### src/hdl/assert_macros.svh
// Assertion macros shared by the blur RTL.
// No dependencies; included by files that carry assertions.
`ifndef ASSERT_MACROS_SVH
`define ASSERT_MACROS_SVH

// Clocked assertion, muted while reset is high.
`define GB_ASSERT(label, prop, msg) \
  label: assert property (@(posedge clk) disable iff (rst) prop) else $error(msg);

// Clocked assertion that also holds during reset.
`define GB_ASSERT_ALWAYS(label, prop, msg) \
  label: assert property (@(posedge clk) prop) else $error(msg);

`endif

### src/hdl/gbce_pkg.sv
// Shared constants, types and codes for the Gaussian blur core.
// No dependencies.
package gbce_pkg;

  localparam int MAX_WIDTH   = 2048;
  localparam int MAX_RADIUS  = 3;
  localparam int WEIGHT_BITS = 16;

  localparam int COL_W     = $clog2(MAX_WIDTH);
  localparam int ROW_W     = 12;
  localparam int ROW_SEL_W = $clog2(2 * MAX_RADIUS + 2);
  localparam int MEM_DEPTH = (1 << ROW_SEL_W) * MAX_WIDTH;
  localparam int MEM_AW    = ROW_SEL_W + COL_W;
  localparam int CH_W      = 8;
  localparam int PIX_W     = 3 * CH_W;
  localparam int TAP_W     = $clog2(2 * MAX_RADIUS + 1);
  localparam int PROD_W    = 2 * WEIGHT_BITS;
  localparam int ACC_W     = PROD_W + CH_W
                             + $clog2((2 * MAX_RADIUS + 1) * (2 * MAX_RADIUS + 1));
  localparam int LIN_W     = 24;

  typedef enum logic [2:0] {
    REG_RADIUS = 3'd0,
    REG_W0     = 3'd1,
    REG_W1     = 3'd2,
    REG_W2     = 3'd3,
    REG_W3     = 3'd4,
    REG_WIDTH  = 3'd5,
    REG_HEIGHT = 3'd6
  } reg_idx_t;

  typedef enum logic [1:0] {
    ST_IDLE,
    ST_TAPS,
    ST_DRAIN,
    ST_DONE
  } state_t;

  typedef struct packed {
    logic clear;
    logic add;
  } lane_ctrl_t;

endpackage

### src/hdl/gbce_merge.sv
// Merge of the three lane sums: round half up, drop fraction, saturate.
// Depends on gbce_pkg.
module gbce_merge import gbce_pkg::*; (
  input  logic [ACC_W-1:0] acc [3],
  output logic [CH_W-1:0]  chan [3]
);
  logic [ACC_W:0]        rnd [3];
  logic [ACC_W-PROD_W:0] whole [3];

  always_comb begin
    for (int c = 0; c < 3; c++) begin
      rnd[c]   = (ACC_W+1)'(acc[c]) + ((ACC_W+1)'(1) << (PROD_W - 1));
      whole[c] = rnd[c][ACC_W:PROD_W];
      chan[c]  = (whole[c] > (ACC_W-PROD_W+1)'(255)) ? 8'hFF : whole[c][CH_W-1:0];
    end
  end
endmodule
### config.mk
export PLATFORM = sky130hd
export DESIGN_NAME = gbce_merge
export DESIGN_NICKNAME = d
export VERILOG_FILES = /design/src/hdl/assert_macros.svh /design/src/hdl/gbce_pkg.sv /design/src/hdl/gbce_merge.sv
export SDC_FILE = /design/constraint.sdc
export NUM_CORES = 1
export LEC_CHECK = 0
export ABC_AREA = 1
export BUFFER_PORTS_ARGS = -buffer_cell sky130_fd_sc_hd__buf_2
export CAP_MARGIN = 5
export CORE_ASPECT_RATIO = 0.6
export CORE_UTILIZATION = 29
export DETAILED_ROUTE_END_ITERATION = 12
export MAX_ROUTING_LAYER = met4
export PLACE_DENSITY = 0.88
export SLEW_MARGIN = 10
export SYNTH_ARGS = -nofsm -noshare
export SYNTH_HDL_FRONTEND = slang
export SYNTH_SLANG_ARGS = --single-unit
export TNS_END_PERCENT = 10
### constraint.sdc
create_clock -name vclk -period 1.8
set_input_delay 0.36 -clock vclk [all_inputs]
set_output_delay 0.36 -clock vclk [all_outputs]
set_load 0.005 [all_outputs]
==> results.cfg <==
[global_route]
first_global_vias = 1206
grt.overflow.total = 0
grt_pass1_wl_mm = 5.15
antenna_found_initial = 0
grt_max_degree = 9
track_usage_pct = 19.8

[timing]
fin_crit_sh_pct = 109
hold_viol = 0
hold_ws_ns = 1.06
rsz0062_at_grt = yes
fin_tns_setup_ns = -2.59
slew_viol_final = 0
fmax_mhz = 509
layout_min_cycle_time_ns = 1.96
setup_viol = 24
max_slew_margin_pct = 77.6
worst_slew_pin_slew_ns = 0.333
worst_slack_ns = -0.164

[power]
power_mw = 0.292
leakage_nw = 0.838
vdd_ir_drop_max_mv = 0.0790
power_density_mw_per_mm2 = 162

[cells_and_area]
fin_area_mm2 = 0.00180
num-nets-final = 417
n_sequential_cell = 0
clock_buffers = 0
syn_to_final_growth_pct = 93.8
drive_above_1_share_pct = 52.2
fillers = 268
antenna_cells = 0
seq_area_um2 = 0

[place]
place_ws_ns = -0.186
place.gp.congestion = 0.942
placed_cell_area_mm2 = 0.00151
portBuffers = 69
place_hpwl_mm = 2.96

[yosys]
yosys.area_share.simple_pct = 62.2
netlist_instances = 174
synth_mux_area_share_pct = 0
synthDistinctLibCells = 22
yosys-top-cells-area = nand3_1 (19%), nand2_1 (16%), xnor2_1 (10%), inv_1 (10%), nor2_1 (8.9%)
seq_area_frac_synth_pct = 0
synth_top_area_share_pct = 18.8
syn_nets = 315
synth_top_family_by_area = simple AND/OR/NAND/NOR gates
ys_warn_count = 0
synth_compound_area_share_pct = 4.44
syn_area_um2 = 930
syn_avg_cell_area_um2 = 5.34
synthXorXnorAreaFrac_pct = 18.8
yosys.area_share.adder_pct = 4.04
yosysTopAreaCell = nand3_1

[clocking]
ctsHoldBuffers = 0

[run]
drv_cap = 0

[drt]
wl_per_cell_um = 13.0
drc = 0
vias_per_cell = 4.78
drt_pass1_iterations = 4
totalWireLength_mm = 4.10
via_count = 1512
ant_nets = 0
dr.first_iter.drc_count = 84

[min_path]
min_path_type = primary input to output pin

[floorplanning]
dieArea_mm2 = 0.00344
die_x_um = 75.1
io_pins = 162
die_h_um = 45.9
core_mm2 = 0.00297
row_count = 15
initial_core_util_pct = 31.4

[run_status]
violations = setup timing
status = complete, but fails checks

[worst_setup_path]
critPathLaunchType = primary input
worstSetupEndpointType = output pin
worstPathMaxFanout = 8
crit_type = primary input to output pin
cp.required_ns = 1.44
arrival_ns = 1.60
==> cell usage in the layout, fill, tap and decap left out, types with 3 or more instances in the layout <==
cell type   n
nor2_2      4
nand3_2    13
nand2_1    31
ha_4        3
xnor2_1    11
inv_1      25
nor2_1     19
nand2_4     3
nor3_1      4
nand2_2     7
nand4_1     4
buf_2      62
nand3_1    22
buf_6       5
xor2_1      8
nor2_4      6
buf_4      30
==> layer usage <==
| layer | track usage (%) | wire, um | vias to the layer above |
|---|---|---|---|
| met5 | - | 0 | - |
| met4 | 3.40 | 61 | 0 |
| met3 | 1.33 | 229 | 8 |
| met2 | 32.1 | 2050 | 51 |
| met1 | 27.5 | 1760 | 688 |
| li1 | - | - | 765 |
==> path summary, 6_finish.rpt <==
| check | slack, ns | cells past startpoint | endpoint | startpoint |
|---|---|---|---|---|
| setup / recovery | -0.16 | 10 | chan[2] | acc[32] |
| hold / removal | 1.06 | 4 | chan[6] | acc[38] |
==> logic make-up (layout without fill, tap and decap cells) <==
kind of cell,Yosys count,count (layout)
adders and majority gates,3,3
xor gates and xnor gates,20,20
and+or+nand+nor,119,119
AOI/OAI and AO/OA,6,6
buffers and inverters,26,126
==> where the power goes <==
part	total, mW	internal, mW	leakage (nW)	switching, mW
logic	0.292	0.136	0.838	0.156
registers	0	0	0	0
clock network	0	0	0	0
==> final cells by class <==
| type | instances | area, um^2 | area share (%) |
|---|---|---|---|
| Multi-Input combinational cell | 148 | 1020 | 56.7 |
| Inverter | 26 | 97.6 | 5.42 |
| Timing Repair Buffer | 100 | 629 | 34.9 |
| Tap cell | 42 | 52.6 | 2.92 |
==> cell usage after synthesis, drive strengths merged <==
cell type and n:
nor2 29, inv 26, ha 3, o21bai 2, nor3b 1, o31ai 1
xor2 9, nand3b 2, nand2 41, nand4 4, nor3 5, o21ai 3
xnor2 11, nand3 37
==> timing repair <==
action / 4_1_cts / 5_1_grt
endpoints found under the setup margin: 24 / 24
endpoints found under the hold margin: 0 / 0
setup buffers: 2 / 5
gates resized for setup: 20 / 35
pin swaps: 13 / 20
==> critical path, stage by stage <==
cell and delay [ns]:
buf_8 0.08, buf_6 0.09, nand3_4 0.09, nor2_4 0.13, nand2_2 0.06, o21bai_1 0.14, inv_1 0.08, nor2_4 0.29
nand3_2 0.12, buf_2 0.15
==> per-stage QoR <==
| stage | utilization (%) | instances |
|---|---|---|
| global route | 60.8 | 316 |
| detailed placement | 50.8 | 309 |
| CTS | 54.3 | 311 |
| global placement | 50.8 | 309 |
| finish | 60.8 | 316 |
| floorplan | - | 174 |
No activity file was read; power rests on OpenSTA's default activity.
