[src/hdl/assert_macros.svh]
// Assertion macros shared by the blur RTL.
// No dependencies; included by files that carry assertions.
`ifndef ASSERT_MACROS_SVH
`define ASSERT_MACROS_SVH

// Clocked assertion, muted while reset is high.
`define GB_ASSERT(label, prop, msg) \
  label: assert property (@(posedge clk) disable iff (rst) prop) else $error(msg);

// Clocked assertion that also holds during reset.
`define GB_ASSERT_ALWAYS(label, prop, msg) \
  label: assert property (@(posedge clk) prop) else $error(msg);

`endif

[src/hdl/gbce_pkg.sv]
// Shared constants, types and codes for the Gaussian blur core.
// No dependencies.
package gbce_pkg;

  localparam int MAX_WIDTH   = 2048;
  localparam int MAX_RADIUS  = 3;
  localparam int WEIGHT_BITS = 16;

  localparam int COL_W     = $clog2(MAX_WIDTH);
  localparam int ROW_W     = 12;
  localparam int ROW_SEL_W = $clog2(2 * MAX_RADIUS + 2);
  localparam int MEM_DEPTH = (1 << ROW_SEL_W) * MAX_WIDTH;
  localparam int MEM_AW    = ROW_SEL_W + COL_W;
  localparam int CH_W      = 8;
  localparam int PIX_W     = 3 * CH_W;
  localparam int TAP_W     = $clog2(2 * MAX_RADIUS + 1);
  localparam int PROD_W    = 2 * WEIGHT_BITS;
  localparam int ACC_W     = PROD_W + CH_W
                             + $clog2((2 * MAX_RADIUS + 1) * (2 * MAX_RADIUS + 1));
  localparam int LIN_W     = 24;

  typedef enum logic [2:0] {
    REG_RADIUS = 3'd0,
    REG_W0     = 3'd1,
    REG_W1     = 3'd2,
    REG_W2     = 3'd3,
    REG_W3     = 3'd4,
    REG_WIDTH  = 3'd5,
    REG_HEIGHT = 3'd6
  } reg_idx_t;

  typedef enum logic [1:0] {
    ST_IDLE,
    ST_TAPS,
    ST_DRAIN,
    ST_DONE
  } state_t;

  typedef struct packed {
    logic clear;
    logic add;
  } lane_ctrl_t;

endpackage

[src/hdl/gbce_lane.sv]
// One colour lane: weighted multiply-accumulate over the window taps.
// Depends on gbce_pkg.
module gbce_lane import gbce_pkg::*; (
  input  logic              clk,
  input  lane_ctrl_t        ctrl,
  input  logic [CH_W-1:0]   pix,
  input  logic [PROD_W-1:0] wt,
  output logic [ACC_W-1:0]  acc
);
  logic [CH_W+PROD_W-1:0] prod;

  assign prod = pix * wt;

  always_ff @(posedge clk) begin
    if (ctrl.clear) begin
      acc <= '0;
    end else if (ctrl.add) begin
      acc <= acc + ACC_W'(prod);
    end
  end
endmodule

[config.mk]
export PLATFORM = sky130hd
export DESIGN_NAME = gbce_lane
export DESIGN_NICKNAME = d
export VERILOG_FILES = /design/src/hdl/assert_macros.svh /design/src/hdl/gbce_pkg.sv /design/src/hdl/gbce_lane.sv
export SDC_FILE = /design/constraint.sdc
export NUM_CORES = 1
export LEC_CHECK = 0
export ABC_AREA = 0
export ABC_CLOCK_PERIOD_IN_PS = 11600
export BUFFER_PORTS_ARGS = -buffer_cell sky130_fd_sc_hd__buf_2
export CELL_PAD_IN_SITES_DETAIL_PLACEMENT = 0
export CELL_PAD_IN_SITES_GLOBAL_PLACEMENT = 1
export CORE_UTILIZATION = 36
export DETAILED_ROUTE_END_ITERATION = 12
export PLACE_DENSITY = 0.73
export SETUP_SLACK_MARGIN = 0.02
export SYNTH_ARGS = -nofsm -noshare
export SYNTH_HDL_FRONTEND = slang
export SYNTH_SLANG_ARGS = --single-unit
[constraint.sdc]
create_clock -name clk -period 11.6 [get_ports clk]
set_clock_uncertainty 0.05 [all_clocks]
set_input_delay 1.74 -clock clk [delete_from_list [all_inputs] [get_ports clk]]
set_output_delay 1.74 -clock clk [all_outputs]
set_load 0.005 [all_outputs]
==> results summary <==
The flow ran to the end, and the final reports show no timing, DRC or antenna violations. The total clock sinks came out at 46. The vertical die dimension is 177 um. The most common cell in the synthesized netlist is sky130_fd_sc_hd__inv_1.

Setup total negative slack on the finished layout was measured at 0 ps. The path type of the worst setup path is primary input to flop. The total overflow reported by the global router is 0. The count of hold buffers inserted by post-cts repair came out at 0.

The remaining number of nets flagged by the antenna check after routing came out at 0. The Yosys step of the flow raised 0 warnings. Among all flip-flop cells after synthesis, the most frequent one is sky130_fd_sc_hd__dfxtp_1.

The site row count came out at 63. The area growth from synthesis to layout is 8.59%. The worst setup path is launched from a primary input.

The longest individual stage delay on the worst path is 560 ps. The slowest stage of the critical path is the sky130_fd_sc_hd__buf_2 cell. Routability-driven placement finished with a final weighted congestion of 0.880. Data on the critical path is required at its endpoint by 11750 ps. The startpoint identified for the worst register-to-register timing path is acc[12]. The length of the first detailed-routing pass in iterations came out at 5. The share of synthesized area occupied by flip-flops and latches is 0.0838. The number of I/O port buffers came out at 88. The routed length per instance came out at 16.2 um.

The arrival time of data at the critical path endpoint came out at 7180 ps. Detailed routing inserted a total of 8484 vias. The worst register-to-register path ends at acc[45].

The post-CTS setup repair buffer count came out at 0. The count of final max-slew check failures came out at 0. The top fanout value on the critical path is 32.

For this run, global-route usage on met3 was measured as 0.0215. The maximum level of the CTS H-tree came out at 2. The kind of cell with the highest combined delay along the critical path is adder cells. The reported max-cap violation count is 0. The largest buffer count on any clock path is 2. TritonCTS built the clock tree.

The post-route DRC violation count came out at 0. For this configuration, the core starts out at a cell density of 0.368. The number of CTS-inserted buffers came out at 5.

The initial antenna violation count came out at 0. In the global route stage, met2 resource usage came out at 0.341. After synthesis, the most frequently instantiated cells are sky130_fd_sc_hd__inv_1, sky130_fd_sc_hd__fa_1, sky130_fd_sc_hd__and2_1.

The depth of the worst hold-timing path came out at 2. The via count of the first global-routing pass is 9099. The count of inserted antenna diode cells is 0. Of the cells placed in the final design, the portion with a size suffix greater than 1 is 0.0838.

Counting cells, the worst reg-to-reg path comes to 19. The worst hold slack across all endpoints is 450 ps. The wire length of the first global-routing pass is 47.2 mm. The HPWL reported at the end of detailed placement is 22.5 mm. The top-level port count is 89.

The final critical-path share of the clock period is 0.606. The iteration-0 DRC count of the detailed router came out at 371. The total length of routed wires came out at 28.0 mm. For this run, the post-layout net count is 1661. The largest registers in the layout are acc: 46 flops. The number of different library cells in the post-synthesis netlist came out at 56.

The flip-flop count of the largest register after layout is 46. After global routing, the most crowded layer is met2. The startpoint identified for the worst hold timing path is acc[24].

The reg2reg setup slack is 6210 ps. The worst setup path is captured at a flop. Averaged over all synthesized cells, the footprint is 8.57 um^2. The core region area came out at 29900 um^2. The buffers plus inverters on the worst setup path came out at 4. In the global route stage, met1 resource usage came out at 0.251. The insertion delay of the later-clocked pin in the worst-skew pair is 310 ps. The number of synthesized flops with an enable pin is 0. The die area is 31200 um^2. The number of nets handed over by synthesis was 1608. The cell type with the highest aggregate area in the netlist is sky130_fd_sc_hd__fa_1. The cell sitting at the root of the clock tree is a sky130_fd_sc_hd__clkbuf_16. The number of hold violations in the final report came out at 0. The average via count per standard cell came out at 4.92. The global-route usage over all layers came out at 0.193. The synthesized instance count is 1282.

Yosys attributes the largest share of cell area to sky130_fd_sc_hd__fa_1, sky130_fd_sc_hd__inv_1, sky130_fd_sc_hd__and2_1. The post-synth design cell area is 11000 um^2. Setup repair after global routing left no endpoint under its margin.

For this run, asynchronously set or reset flops after synthesis account for 0. The worst relative slew slack came out at 0.373. The area fraction of the dominant cell type after synthesis is 0.397. For this run, the top clock speed supported by timing is 142 MHz. The most flop-heavy register is acc. The synthesized design contains 46 register bits.

The quantity of gates resized following cts is 0. The path with the worst hold slack has its endpoint at acc[24]. The largest net degree at the start of global routing is 50. The clock transition at the registers of the reported paths is 70 ps.

For the pin with the worst max-slew slack, the measured transition is 940 ps. The die outline width came out at 177 um. The final period demand of the worst path is 7030 ps.

The setup violation total in the final timing report came out at 0. Among the stages of the critical path, the cell type that occurs most often is sky130_fd_sc_hd__fa_1. The worst hold-check path type is flop to flop. The signal on the critical path passes through buf_2, nand2_1, fa_1, inv_1, fa_1, fa_1, inv_1, fa_1, inv_1, ha_1, and4_1, o21ai_0, a21oi_1, o21ai_1, a21o_1, a21oi_1, o21ai_0, a21oi_1, nor4b_1, a211o_1.
worst max-delay path by stage:
stage                start      end  slack (ps)  cells after the start
floorplan           pix[0]  acc[36]        5110                     20
global placement    pix[0]  acc[39]        4280                     19
detailed placement  pix[0]  acc[39]        4190                     19
CTS                 pix[0]  acc[39]        4470                     19
global route        pix[0]  acc[39]        4150                     19
finish              pix[0]  acc[45]        4570                     20
per-layer routing:
| layer | up-vias | wire length, um |
|---|---|---|
| li1 | 3967 | - |
| met1 | 4324 | 12600 |
| met2 | 159 | 14100 |
| met3 | 34 | 927 |
| met4 | 0 | 456 |
| met5 | - | 0 |
through the flow:
stage                util  worst slack (ps)  instances  instance area (um^2)
global placement    0.394              4280       1718                 11800
CTS                 0.400              4470       1726                 11900
global route        0.400              4150       1726                 11900
floorplan               -              5110       1282                 11000
finish              0.400              4570       1726                 11900
detailed placement  0.394              4190       1718                 11800
kinds of logic (layout without fill, tap and decap cells):
logic type / count (synthesis) / after routing / synth area share
adder cells (fa/ha/maj): 283 / 283 / 0.471
multiplexers: 17 / 17 / 0.0155
flip-flops: 46 / 46 / 0.0838
AND/OR/NAND/NOR: 403 / 403 / 0.190
buffers and inverters: 348 / 402 / 0.119
AO/OA/AOI/OAI: 152 / 152 / 0.0946
XOR/XNOR: 33 / 33 / 0.0263
layout by cell type, fill, tap and decap left out, drive strengths merged, types with 2 or more instances in the layout:
| master | instances |
|---|---|
| nor3 | 2 |
| xor2 | 14 |
| o22ai | 8 |
| o21ai | 21 |
| a31oi | 6 |
| nor4b | 2 |
| clkbuf | 6 |
| ha | 65 |
| or3 | 3 |
| nand3 | 14 |
| and4 | 3 |
| dfxtp | 46 |
| o31ai | 3 |
| nor4 | 2 |
| and2 | 182 |
| inv | 304 |
| nor3b | 2 |
| xnor2 | 19 |
| a31o | 2 |
| a211o | 2 |
| a211oi | 9 |
| o21bai | 7 |
| nand4 | 6 |
| a311o | 2 |
| buf | 90 |
| o21a | 6 |
| fa | 218 |
| nand2 | 120 |
| a21oi | 51 |
| mux2i | 17 |
| o211ai | 2 |
| a21o | 20 |
| nor2 | 58 |
| o21ba | 2 |
| nand2b | 5 |
worst reg2reg max path: cells and delay by family (launching register included):
kind / cells / cell delay, ps
AO/OA/AOI/OAI: 8 / 1790
flip-flops: 1 / 450
adder cells (fa/ha/maj): 5 / 2440
AND/OR/NAND/NOR: 2 / 290
buffers and inverters: 4 / 250
area by class of cell:
type                       instances  area (um^2)
clock buffer                       6          129
clock inverter                     2         37.5
fill                            3094        17900
inverter                         304         1140
multi-input combinational        888         8760
sequential                        46          921
tap                              390          488
timing repair buffer              90          455
Power is left out: the tool's default activity adds up to more than one toggle a clock period on the data nets, which glitch-free logic cannot reach.
