`src/hdl/assert_macros.svh`:
```
// Assertion macros shared by the blur RTL.
// No dependencies; included by files that carry assertions.
`ifndef ASSERT_MACROS_SVH
`define ASSERT_MACROS_SVH

// Clocked assertion, muted while reset is high.
`define GB_ASSERT(label, prop, msg) \
  label: assert property (@(posedge clk) disable iff (rst) prop) else $error(msg);

// Clocked assertion that also holds during reset.
`define GB_ASSERT_ALWAYS(label, prop, msg) \
  label: assert property (@(posedge clk) prop) else $error(msg);

`endif

```
`src/hdl/gbce_ram.sv`:
```
// Generic simple dual-port RAM with registered read.
// No dependencies.
module gbce_ram #(
  parameter int WIDTH = 8,
  parameter int DEPTH = 16
) (
  input  logic                     clk,
  input  logic                     we,
  input  logic [$clog2(DEPTH)-1:0] waddr,
  input  logic [WIDTH-1:0]         wdata,
  input  logic [$clog2(DEPTH)-1:0] raddr,
  output logic [WIDTH-1:0]         rdata
);
  logic [WIDTH-1:0] mem [DEPTH];

  always_ff @(posedge clk) begin
    if (we) begin
      mem[waddr] <= wdata;
    end
    rdata <= mem[raddr];
  end
endmodule

```
`config.mk`:
```
export PLATFORM = sky130hd
export DESIGN_NAME = gbce_ram
export DESIGN_NICKNAME = d
export VERILOG_FILES = /design/src/hdl/assert_macros.svh /design/src/hdl/gbce_ram.sv
export SDC_FILE = /design/constraint.sdc
export NUM_CORES = 1
export LEC_CHECK = 0
export ABC_AREA = 1
export BUFFER_PORTS_ARGS = -buffer_cell sky130_fd_sc_hd__clkbuf_2
export CAP_MARGIN = 20
export CELL_PAD_IN_SITES_DETAIL_PLACEMENT = 1
export CELL_PAD_IN_SITES_GLOBAL_PLACEMENT = 1
export CORE_MARGIN = 2
export CORE_UTILIZATION = 35
export CTS_CLUSTER_DIAMETER = 40
export DETAILED_ROUTE_END_ITERATION = 16
export HOLD_SLACK_MARGIN = 0.12
export PLACE_DENSITY_LB_ADDON = 0.1
export SLEW_MARGIN = 20
export SYNTH_ARGS = -nofsm -noshare
export SYNTH_HDL_FRONTEND = slang
export SYNTH_SLANG_ARGS = --single-unit
```
`constraint.sdc`:
```
create_clock -name clk -period 1.12 [get_ports clk]
set_clock_uncertainty 0.1 [all_clocks]
set_input_delay 0.056 -clock clk [delete_from_list [all_inputs] [get_ports clk]]
set_output_delay 0.056 -clock clk [all_outputs]
set_load 0.05 [all_outputs]
```
==> flow_metrics.py, run 1 <==
metrics = {
    "synthesis": {
        "seq_area_frac_synth_pct": 69.4,
        "yosysUniqueCellTypes": 12,
        "syn_area_um2": 5770,
        "syn_inst": 551,
        "yosysWarnings": 0,
        "synth_fp_nets": 569,
        "ys_ff_latch": 136,
        "avgSynthCellArea_um2": 10.5,
    },
    "cells_and_area": {
        "final_cell_mix": "172 x nand2_1, 128 x edfxtp_1, 99 x inv_1",
        "fin_cells": 844,
        "multiInputGateArea_um2": 1410,
        "final_common_cell": "nand2_1",
        "regArea_um2": 4020,
        "antennaDiodeCount": 0,
        "synthToLayoutAreaGrowth_pct": 28.0,
        "nets": 633,
        "final_area_um2": 7380,
        "fillCellCount": 1777,
        "final_layout_size_suffix_gt1_share_pct": 21.7,
    },
    "die": {
        "core_um2": 16000,
        "initial_core_util_pct": 36.0,
        "fp.dieArea_um2": 17500,
        "rows": 46,
        "die_h_um": 132,
        "io_pins": 26,
        "chipWidth_um": 132,
    },
    "power": {
        "combPwrFrac_pct": 8.5,
        "p_int_mw": 9.80,
        "p_leak_nw": 3.19,
        "p_sw_share_pct": 22.3,
        "p_sw_mw": 2.81,
        "ir_drop_mv": 1.07,
        "p_clk_share_pct": 45.9,
        "power_density_nw_per_um2": 1710,
        "seqPwrFrac_pct": 45.6,
        "power_mw": 12.6,
    },
    "global_routing": {
        "antenna_found_initial": 0,
        "grt_pass1_wl_um": 23900,
        "grt_max_degree": 57,
        "overflow": 0,
        "grt_pass1_vias": 4098,
        "grt_use_total_pct": 18.6,
    },
    "route": {
        "vias_per_cell": 4.64,
        "final_antenna_net_count": 0,
        "vias": 3915,
        "wirelength_um": 15600,
        "drc": 0,
        "dr.pass1.iters": 4,
        "wire_per_inst_um": 18.4,
        "drt_iter0_drc": 242,
    },
    "placed_design": {
        "dpl-instance-area_um2": 6330,
        "hpwl_um": 9860,
        "dp_cells": 801,
        "place.port_buffers": 25,
        "gp_congestion": 0.781,
    },
    "clocking": {
        "clk_pin_slew_ns": 0.06,
        "cts_buffers": 17,
        "h-tree-depth": 4,
        "clkLatencyLatePin_ns": 0.43,
        "root_buffer": "clkbuf_16",
        "cts_tree": "yes",
        "postCtsSetupBuffers": 0,
        "cts_sinks": 136,
        "clock_path_buffers": 2,
    },
    "setup_path": {
        "cp_num_buf_inv": 1,
        "crit_fanout": 1,
        "cp_data_arrival_time_ns": 0.97,
        "critPathKind": "register to output pin",
        "r2r_slack_ns": 0.06,
        "cpPeakStageDelay_ns": 0.38,
        "crit_chain": "clkbuf_16",
        "crit_slowest_cell": "dfxtp_4",
        "startpoint_type": "register",
        "end_kind": "output pin",
        "crit_required_ns": 0.96,
        "cp_top_family": "flip-flops",
    },
    "timing": {
        "period_needed_ns": 1.12,
        "setup_viol": 1,
        "post-route-worst-setup-slack_ns": -0.00185,
        "hold_viol_final": 0,
        "slew_viol_final": 0,
        "relSlewSlack_pct": 66.2,
        "fin_crit_sh_pct": 100,
        "rsz0062_at_grt": "yes",
        "worstMarginPinSlew_ns": 0.507,
        "fmax_mhz": 891,
    },
    "job": {
        "cap_violations": 0,
    },
    "worst_hold_path": {
        "hold_path.class": "input port to register",
    },
    "outcome": {
        "status": "finished with violations",
        "violations": "setup timing",
    },
}
==> logic make-up after synthesis <==
kind of cell           count (synthesis)  share of synthesized area [%]
and+or+nand+nor                      289                           21.0
DFF                                  136                           69.4
buffers and inverters                126                           9.52
==> through the flow <==
step / setup slack [ns] / utilization (%) / hold slack [ns] / setup TNS (ns)
4_1_cts: -0.0177 / 44.9 / 0.147 / -0.0425
3_3_place_gp: -0.224 / 39.6 / 0.432 / -2.92
5_1_grt: -0.0172 / 46.1 / 0.156 / -0.0650
2_1_floorplan: 0.0132 / - / 0.0549 / 0
3_5_place_dp: -0.240 / 39.6 / 0.435 / -4.04
6_report: -0.00185 / 46.1 / 0.138 / -0.00185
==> what timing repair did <==
| item | 4_1_cts | 5_1_grt |
|---|---|---|
| hold buffers | 10 | 0 |
| resized for setup | 33 | 37 |
| endpoints found under the hold margin | 120 | 0 |
| setup endpoints to repair | 13 | 12 |
| pin swaps | 2 | 9 |
| gates cloned | 0 | 1 |
==> Yosys cell counts, drive strengths merged <==
cell type  number  area (um^2)
nor2           17         63.8
inv           102          383
edfxtp        128         3840
nand2         173          649
dfxtp           8          160
nand3          97          485
nand3b          2         15.0
buf            24          166
==> worst paths after layout <==
check             start         to  cells after the start
max reg2reg   mem[9][3]   rdata[3]                      6
min reg2reg  mem[14][4]   rdata[4]                      6
max            rdata[0]   rdata[0]                      1
min            wdata[0]  mem[8][0]                      1
==> power groups by stage <==
stage	sequential [mW]	combinational [mW]	clock [mW]
floorplan	5.94	0.401	0
global placement	5.84	0.892	0
detailed placement	5.84	0.905	0
CTS	5.75	1.03	5.87
global route	5.76	1.17	6.07
finish	5.75	1.07	5.78
==> per-layer routing <==
layer | share of wire [%] | track usage, % | vias to the layer above
met4 | 1.5 | 6.09 | 0
met5 | 0 | 0 | -
met3 | 2.5 | 3.92 | 20
li1 | - | - | 1901
met1 | 48 | 25.1 | 1944
met2 | 48 | 30.2 | 50
==> registers in the layout (all words and copies together), names as in the netlist <==
| name | count |
|---|---|
| mem | 128 |
| rdata | 8 |
==> area by class of cell <==
cell class	instances	share of cell area [%]
clock inverters	9	1.64
flip-flops and latches	136	54.4
clock buffers	23	6.61
inverters	102	5.22
well taps	216	3.66
multi-input cells	289	19.1
repair buffers	69	9.36
Note: power is estimated with default switching activity, not from simulation.
==> run 2, diff against run 1 <==
--- a/config.mk
+++ b/config.mk
@@ -8,14 +8,11 @@
 export ABC_AREA = 1
 export BUFFER_PORTS_ARGS = -buffer_cell sky130_fd_sc_hd__clkbuf_2
 export CAP_MARGIN = 20
-export CELL_PAD_IN_SITES_DETAIL_PLACEMENT = 1
-export CELL_PAD_IN_SITES_GLOBAL_PLACEMENT = 1
 export CORE_MARGIN = 2
 export CORE_UTILIZATION = 35
 export CTS_CLUSTER_DIAMETER = 40
 export DETAILED_ROUTE_END_ITERATION = 16
 export HOLD_SLACK_MARGIN = 0.12
-export PLACE_DENSITY_LB_ADDON = 0.1
 export SLEW_MARGIN = 20
 export SYNTH_ARGS = -nofsm -noshare
 export SYNTH_HDL_FRONTEND = slang
==> run 2 against run 1 <==
The flow now finishes without violations. Sequential share of layout area up 2.0 points. Via count down 2.7%. Non-clock buffer count up 2. Total power down 6.0%. Sequential power about the same. Wire length down 17%. Final cell count up 0.24%. Maximum frequency up 2.7%. Setup slack better by 0.030 ns. First-iteration DRC count down 11%. Die area unchanged. Core utilization down 1.8 points. Largest cell class unchanged.
==> flow_metrics.py, run 2 (synthesis results as in run 1) <==
metrics = {
    "outcome": {
        "status": "finished, final reports clean",
    },
    "cells_and_area": {
        "final_common_cell": "nand2_1",
        "fillCellCount": 1557,
        "synthToLayoutAreaGrowth_pct": 23.1,
        "antennaDiodeCount": 0,
        "final_area_um2": 7100,
        "top_register": "mem",
        "regArea_um2": 4010,
        "multiInputGateArea_um2": 1270,
        "nets": 635,
        "largest_reg_flops": 128,
        "top_regs": "mem: 128 flops, rdata: 8 flops",
        "fin_cells": 846,
        "final_layout_size_suffix_gt1_share_pct": 16.0,
        "final_cell_mix": "172 x nand2_1, 128 x edfxtp_1, 100 x inv_1",
    },
    "timing": {
        "setup_viol": 0,
        "slew_viol_final": 0,
        "worstMarginPinSlew_ns": 0.430,
        "relSlewSlack_pct": 71.4,
        "finalSetupTns_ns": 0,
        "hold_viol_final": 0,
        "rsz0062_at_grt": "yes",
        "period_needed_ns": 1.09,
        "hold_slack_ns": 0.142,
        "fmax_mhz": 916,
        "fin_crit_sh_pct": 97.5,
    },
    "route": {
        "drc": 0,
        "dr.pass1.iters": 4,
        "vias_per_cell": 4.50,
        "wirelength_um": 13000,
        "wire_per_inst_um": 15.3,
        "vias": 3810,
        "drt_iter0_drc": 215,
        "final_antenna_net_count": 0,
    },
    "placed_design": {
        "dpl-instance-area_um2": 6280,
        "dp_cells": 799,
        "hpwl_um": 8320,
        "place.port_buffers": 25,
        "gp_congestion": 0.848,
    },
    "global_routing": {
        "overflow": 0,
        "grt_pass1_wl_um": 20800,
        "antenna_found_initial": 0,
        "grt_max_degree": 41,
        "grt_pass1_vias": 3840,
        "grt_use_total_pct": 16.0,
    },
    "setup_path": {
        "crit_slowest_cell": "edfxtp_1",
        "startpoint_type": "register",
        "path_common_cell": "nand3_1",
        "crit_fanout": 1,
        "end_kind": "register",
        "crit_chain": "inv_1 > nand2_1 > nand3_1 > nand3_1 > nand3_1 > nand2_1",
        "worstReg2RegEnd": "rdata[2]",
        "crit_required_ns": 1.33,
        "cp_data_arrival_time_ns": 1.30,
        "cpPeakStageDelay_ns": 0.36,
        "critPathKind": "register to register",
        "rr_startpoint": "mem[5][2]",
        "r2r_slack_ns": 0.03,
        "reg2reg_depth": 6,
    },
    "clocking": {
        "root_buffer": "clkbuf_16",
        "cts_buffers": 17,
        "cts_sinks": 136,
        "postCtsSetupBuffers": 0,
        "cts_tree": "yes",
        "h-tree-depth": 4,
        "clock_path_buffers": 2,
        "clk_pin_slew_ns": 0.06,
        "clkLatencyLatePin_ns": 0.42,
    },
    "die": {
        "rows": 46,
        "initial_core_util_pct": 36.0,
        "die_h_um": 132,
        "core_um2": 16000,
        "chipWidth_um": 132,
        "io_pins": 26,
        "fp.dieArea_um2": 17500,
    },
    "power": {
        "power_density_nw_per_um2": 1670,
        "seqPwrFrac_pct": 48.4,
        "ir_drop_mv": 1.11,
        "combPwrFrac_pct": 8.0,
        "p_sw_share_pct": 22.2,
        "power_mw": 11.8,
        "p_leak_nw": 3.08,
        "p_sw_mw": 2.63,
        "p_clk_share_pct": 43.6,
        "p_int_mw": 9.22,
    },
    "worst_hold_path": {
        "hold_depth": 6,
        "hp-start": "raddr[2]",
        "holdPathEnd": "rdata[2]",
        "hold_path.class": "input port to register",
    },
    "job": {
        "cap_violations": 0,
    },
}
[run 2: cell types whose count changed in the layout (fill, tap and decap cells not counted), sizes merged]
cell	delta
bufinv	-2
buf	+1
dlygate4sd3	+5
clkinvlp	-1
clkbuf	-4
clkinv	+3
[run 2: power groups by stage]
stage	Clock (mW)	Combinational (mW)	Sequential (mW)
global placement	0	0.832	5.83
CTS	5.23	0.934	5.73
floorplan	0	0.401	5.94
global route	5.50	1.04	5.74
detailed placement	0	0.845	5.83
finish	5.17	0.945	5.73
[run 2: layout make-up]
type	count	area share (%)
clock buffer	23	6.73
clock inverter	9	1.04
inverter	102	5.39
multi-input combinational	289	17.9
sequential	136	56.4
tap	216	3.81
timing repair buffer	71	8.70
[run 2: per-stage QoR]
step,util (%),setup slack (ns)
6_report,44.4,0.0278
5_1_grt,44.4,-0.0444
4_1_cts,44.0,0.00133
3_5_place_dp,39.2,-0.140
3_3_place_gp,39.2,-0.118
2_1_floorplan,-,0.0132
[run 2: worst max-delay path by stage]
| stage | startpoint | end | cells past startpoint | slack [ns] |
|---|---|---|---|---|
| 2_1_floorplan | waddr[3] | mem[4][0] | 2 | 0.01 |
| 3_3_place_gp | raddr[0] | rdata[3] | 8 | -0.12 |
| 3_5_place_dp | raddr[0] | rdata[7] | 8 | -0.14 |
| 4_1_cts | rdata[0] | rdata[0] | 1 | 0.001 |
| 5_1_grt | mem[0][0] | rdata[0] | 6 | -0.04 |
| 6_report | mem[5][2] | rdata[2] | 6 | 0.03 |
[run 2: timing repair]
action                                 CTS  global route
pin swaps                                0             3
resized for setup                       17            15
setup endpoints to repair                9            12
hold buffers                            15             0
cloned                                   0             0
endpoints found under the hold margin  136             0
[run 2: per-layer routing]
metal	global-route usage, %	share of wire, %	vias to the layer above	wire length, um
met4	8.48	2.8	0	364
met3	3.38	3.4	26	442
met1	20.2	45	1785	5780
met2	26.1	49	91	6380
li1	-	-	1908	-
met5	0	0	-	0
[run 2: worst max-delay path: cells and delay by family (launching register included)]
kind | cells | cell delay [ns]
buf+inv | 1 | 0.06
simple gates | 5 | 0.46
flops | 1 | 0.36
==> run 3, diff against run 2 <==
--- a/config.mk
+++ b/config.mk
@@ -10,6 +10,7 @@
 export CAP_MARGIN = 20
 export CORE_MARGIN = 2
 export CORE_UTILIZATION = 35
+export CTS_BUF_LIST = sky130_fd_sc_hd__clkbuf_8
 export CTS_CLUSTER_DIAMETER = 40
 export DETAILED_ROUTE_END_ITERATION = 16
 export HOLD_SLACK_MARGIN = 0.12
==> run 3 against run 2 <==
The flow now finishes with violations (setup timing). Core utilization shrank 0.58 points. Clock power shrank 30%. Total power shrank 12%. Clock-buffer cell count shrank 3. Critical path depth fell by 5. Non-clock buffer count decreased by 3. Cell area decreased by 1.3%. Die area unchanged. Final cell count shrank 0.35%. Hold slack better by 0.0091 ns. Sequential power about the same. Sequential share of layout area rose by 0.85 points.
==> flow_metrics.py, run 3 (synthesis results as in run 1) <==
metrics = {
    "clocking": {
        "cts_sinks": 136,
        "cts_buffers": 17,
        "clock_path_buffers": 2,
        "h-tree-depth": 4,
        "postCtsSetupBuffers": 0,
        "clk_pin_slew_ns": 0.07,
        "root_buffer": "clkbuf_8",
        "cts_tree": "yes",
        "clkLatencyLatePin_ns": 0.44,
    },
    "setup_path": {
        "cp_num_buf_inv": 1,
        "cp_top_family": "flip-flops",
        "critPathKind": "register to output pin",
        "crit_chain": "clkbuf_16",
        "cp_data_arrival_time_ns": 0.97,
        "cpPeakStageDelay_ns": 0.36,
        "crit_required_ns": 0.96,
        "crit_slowest_cell": "dfxtp_2",
        "end_kind": "output pin",
        "startpoint_type": "register",
        "crit_fanout": 1,
    },
    "power": {
        "ir_drop_mv": 0.928,
        "power_mw": 10.4,
        "power_density_nw_per_um2": 1480,
        "p_leak_nw": 3.05,
    },
    "die": {
        "io_pins": 26,
        "chipWidth_um": 132,
        "die_h_um": 132,
        "core_um2": 16000,
        "initial_core_util_pct": 36.0,
        "fp.dieArea_um2": 17500,
        "rows": 46,
    },
    "cells_and_area": {
        "synthToLayoutAreaGrowth_pct": 21.5,
        "top_regs": "mem: 128 flops, rdata: 8 flops",
        "final_cell_mix": "172 x nand2_1, 128 x edfxtp_1, 102 x inv_1",
        "antennaDiodeCount": 0,
        "fin_cells": 843,
        "largest_reg_flops": 128,
        "final_common_cell": "nand2_1",
        "top_register": "mem",
        "final_layout_size_suffix_gt1_share_pct": 19.0,
        "nets": 632,
    },
    "global_routing": {
        "grt_use_total_pct": 15.8,
        "grt_max_degree": 41,
        "grt_pass1_vias": 3850,
        "overflow": 0,
        "antenna_found_initial": 0,
        "grt_pass1_wl_um": 20700,
    },
    "timing": {
        "post-route-worst-setup-slack_ns": -0.00217,
        "setup_viol": 1,
        "rsz0062_at_grt": "yes",
        "hold_viol_final": 0,
        "worstMarginPinSlew_ns": 0.426,
        "period_needed_ns": 1.12,
        "fmax_mhz": 891,
        "relSlewSlack_pct": 71.6,
        "fin_crit_sh_pct": 100,
        "slew_viol_final": 0,
    },
    "route": {
        "dr.pass1.iters": 4,
        "wire_per_inst_um": 15.2,
        "drt_iter0_drc": 214,
        "drc": 0,
        "wirelength_um": 12800,
        "vias": 3771,
        "vias_per_cell": 4.47,
        "final_antenna_net_count": 0,
    },
    "outcome": {
        "violations": "setup timing",
        "status": "finished with violations",
    },
    "placed_design": {
        "hpwl_um": 8320,
        "place.port_buffers": 25,
        "gp_congestion": 0.848,
        "dp_cells": 799,
    },
    "job": {
        "cap_violations": 0,
    },
    "worst_hold_path": {
        "hold_path.class": "input port to register",
    },
}
## run 3: power breakdown
| part | internal, mW | switching, mW |
|---|---|---|
| combinational | 0.372 | 0.627 |
| clock | 1.88 | 1.75 |
| sequential | 5.69 | 0.0465 |
## run 3: cell type report
class | instances | area, um^2
well taps | 216 | 270
repair buffers | 68 | 651
inverters | 102 | 387
flip-flops and latches | 136 | 4010
fillers | 1574 | 8990
clock inverters | 12 | 85.1
multi-input cells | 289 | 1330
clock buffers | 20 | 275
## run 3: stage by stage
| stage | TNS, ns | utilization, % | cell area [um^2] | hold slack, ns | worst slack, ns |
|---|---|---|---|---|---|
| final | -0.00217 | 43.8 | 7010 | 0.151 | -0.00217 |
| after global routing | -0.105 | 43.8 | 7010 | 0.153 | -0.0330 |
| after CTS | -0.0576 | 43.1 | 6890 | 0.120 | -0.0290 |
| after detailed placement | -1.61 | 39.2 | 6280 | 0.426 | -0.140 |
| after global placement | -0.815 | 39.2 | 6280 | 0.426 | -0.118 |
| after floorplan | 0 | - | 5770 | 0.0549 | 0.0132 |
## run 3: worst paths after layout
kind	start	endpoint	slack, ns	cells after the start
setup / recovery	rdata[5]	rdata[5]	-0.002	1
hold / removal	raddr[1]	rdata[7]	0.15	6
setup reg to reg	mem[3][6]	rdata[6]	0.06	6
hold reg to reg	mem[11][3]	rdata[3]	0.56	6
## run 3: what timing repair did
action,CTS,global route
gates resized for setup,29,28
hold endpoints to repair,136,0
pin swaps,0,5
endpoints found under the setup margin,9,16
hold buffers,12,0
## run 3: routing by layer
metal / wire [um] / track usage (%) / vias up
met5: 0 / 0 / -
met4: 250 / 7.53 / 0
met3: 638 / 3.31 / 16
met2: 6450 / 25.8 / 95
met1: 5490 / 20.1 / 1762
li1: - / - / 1898
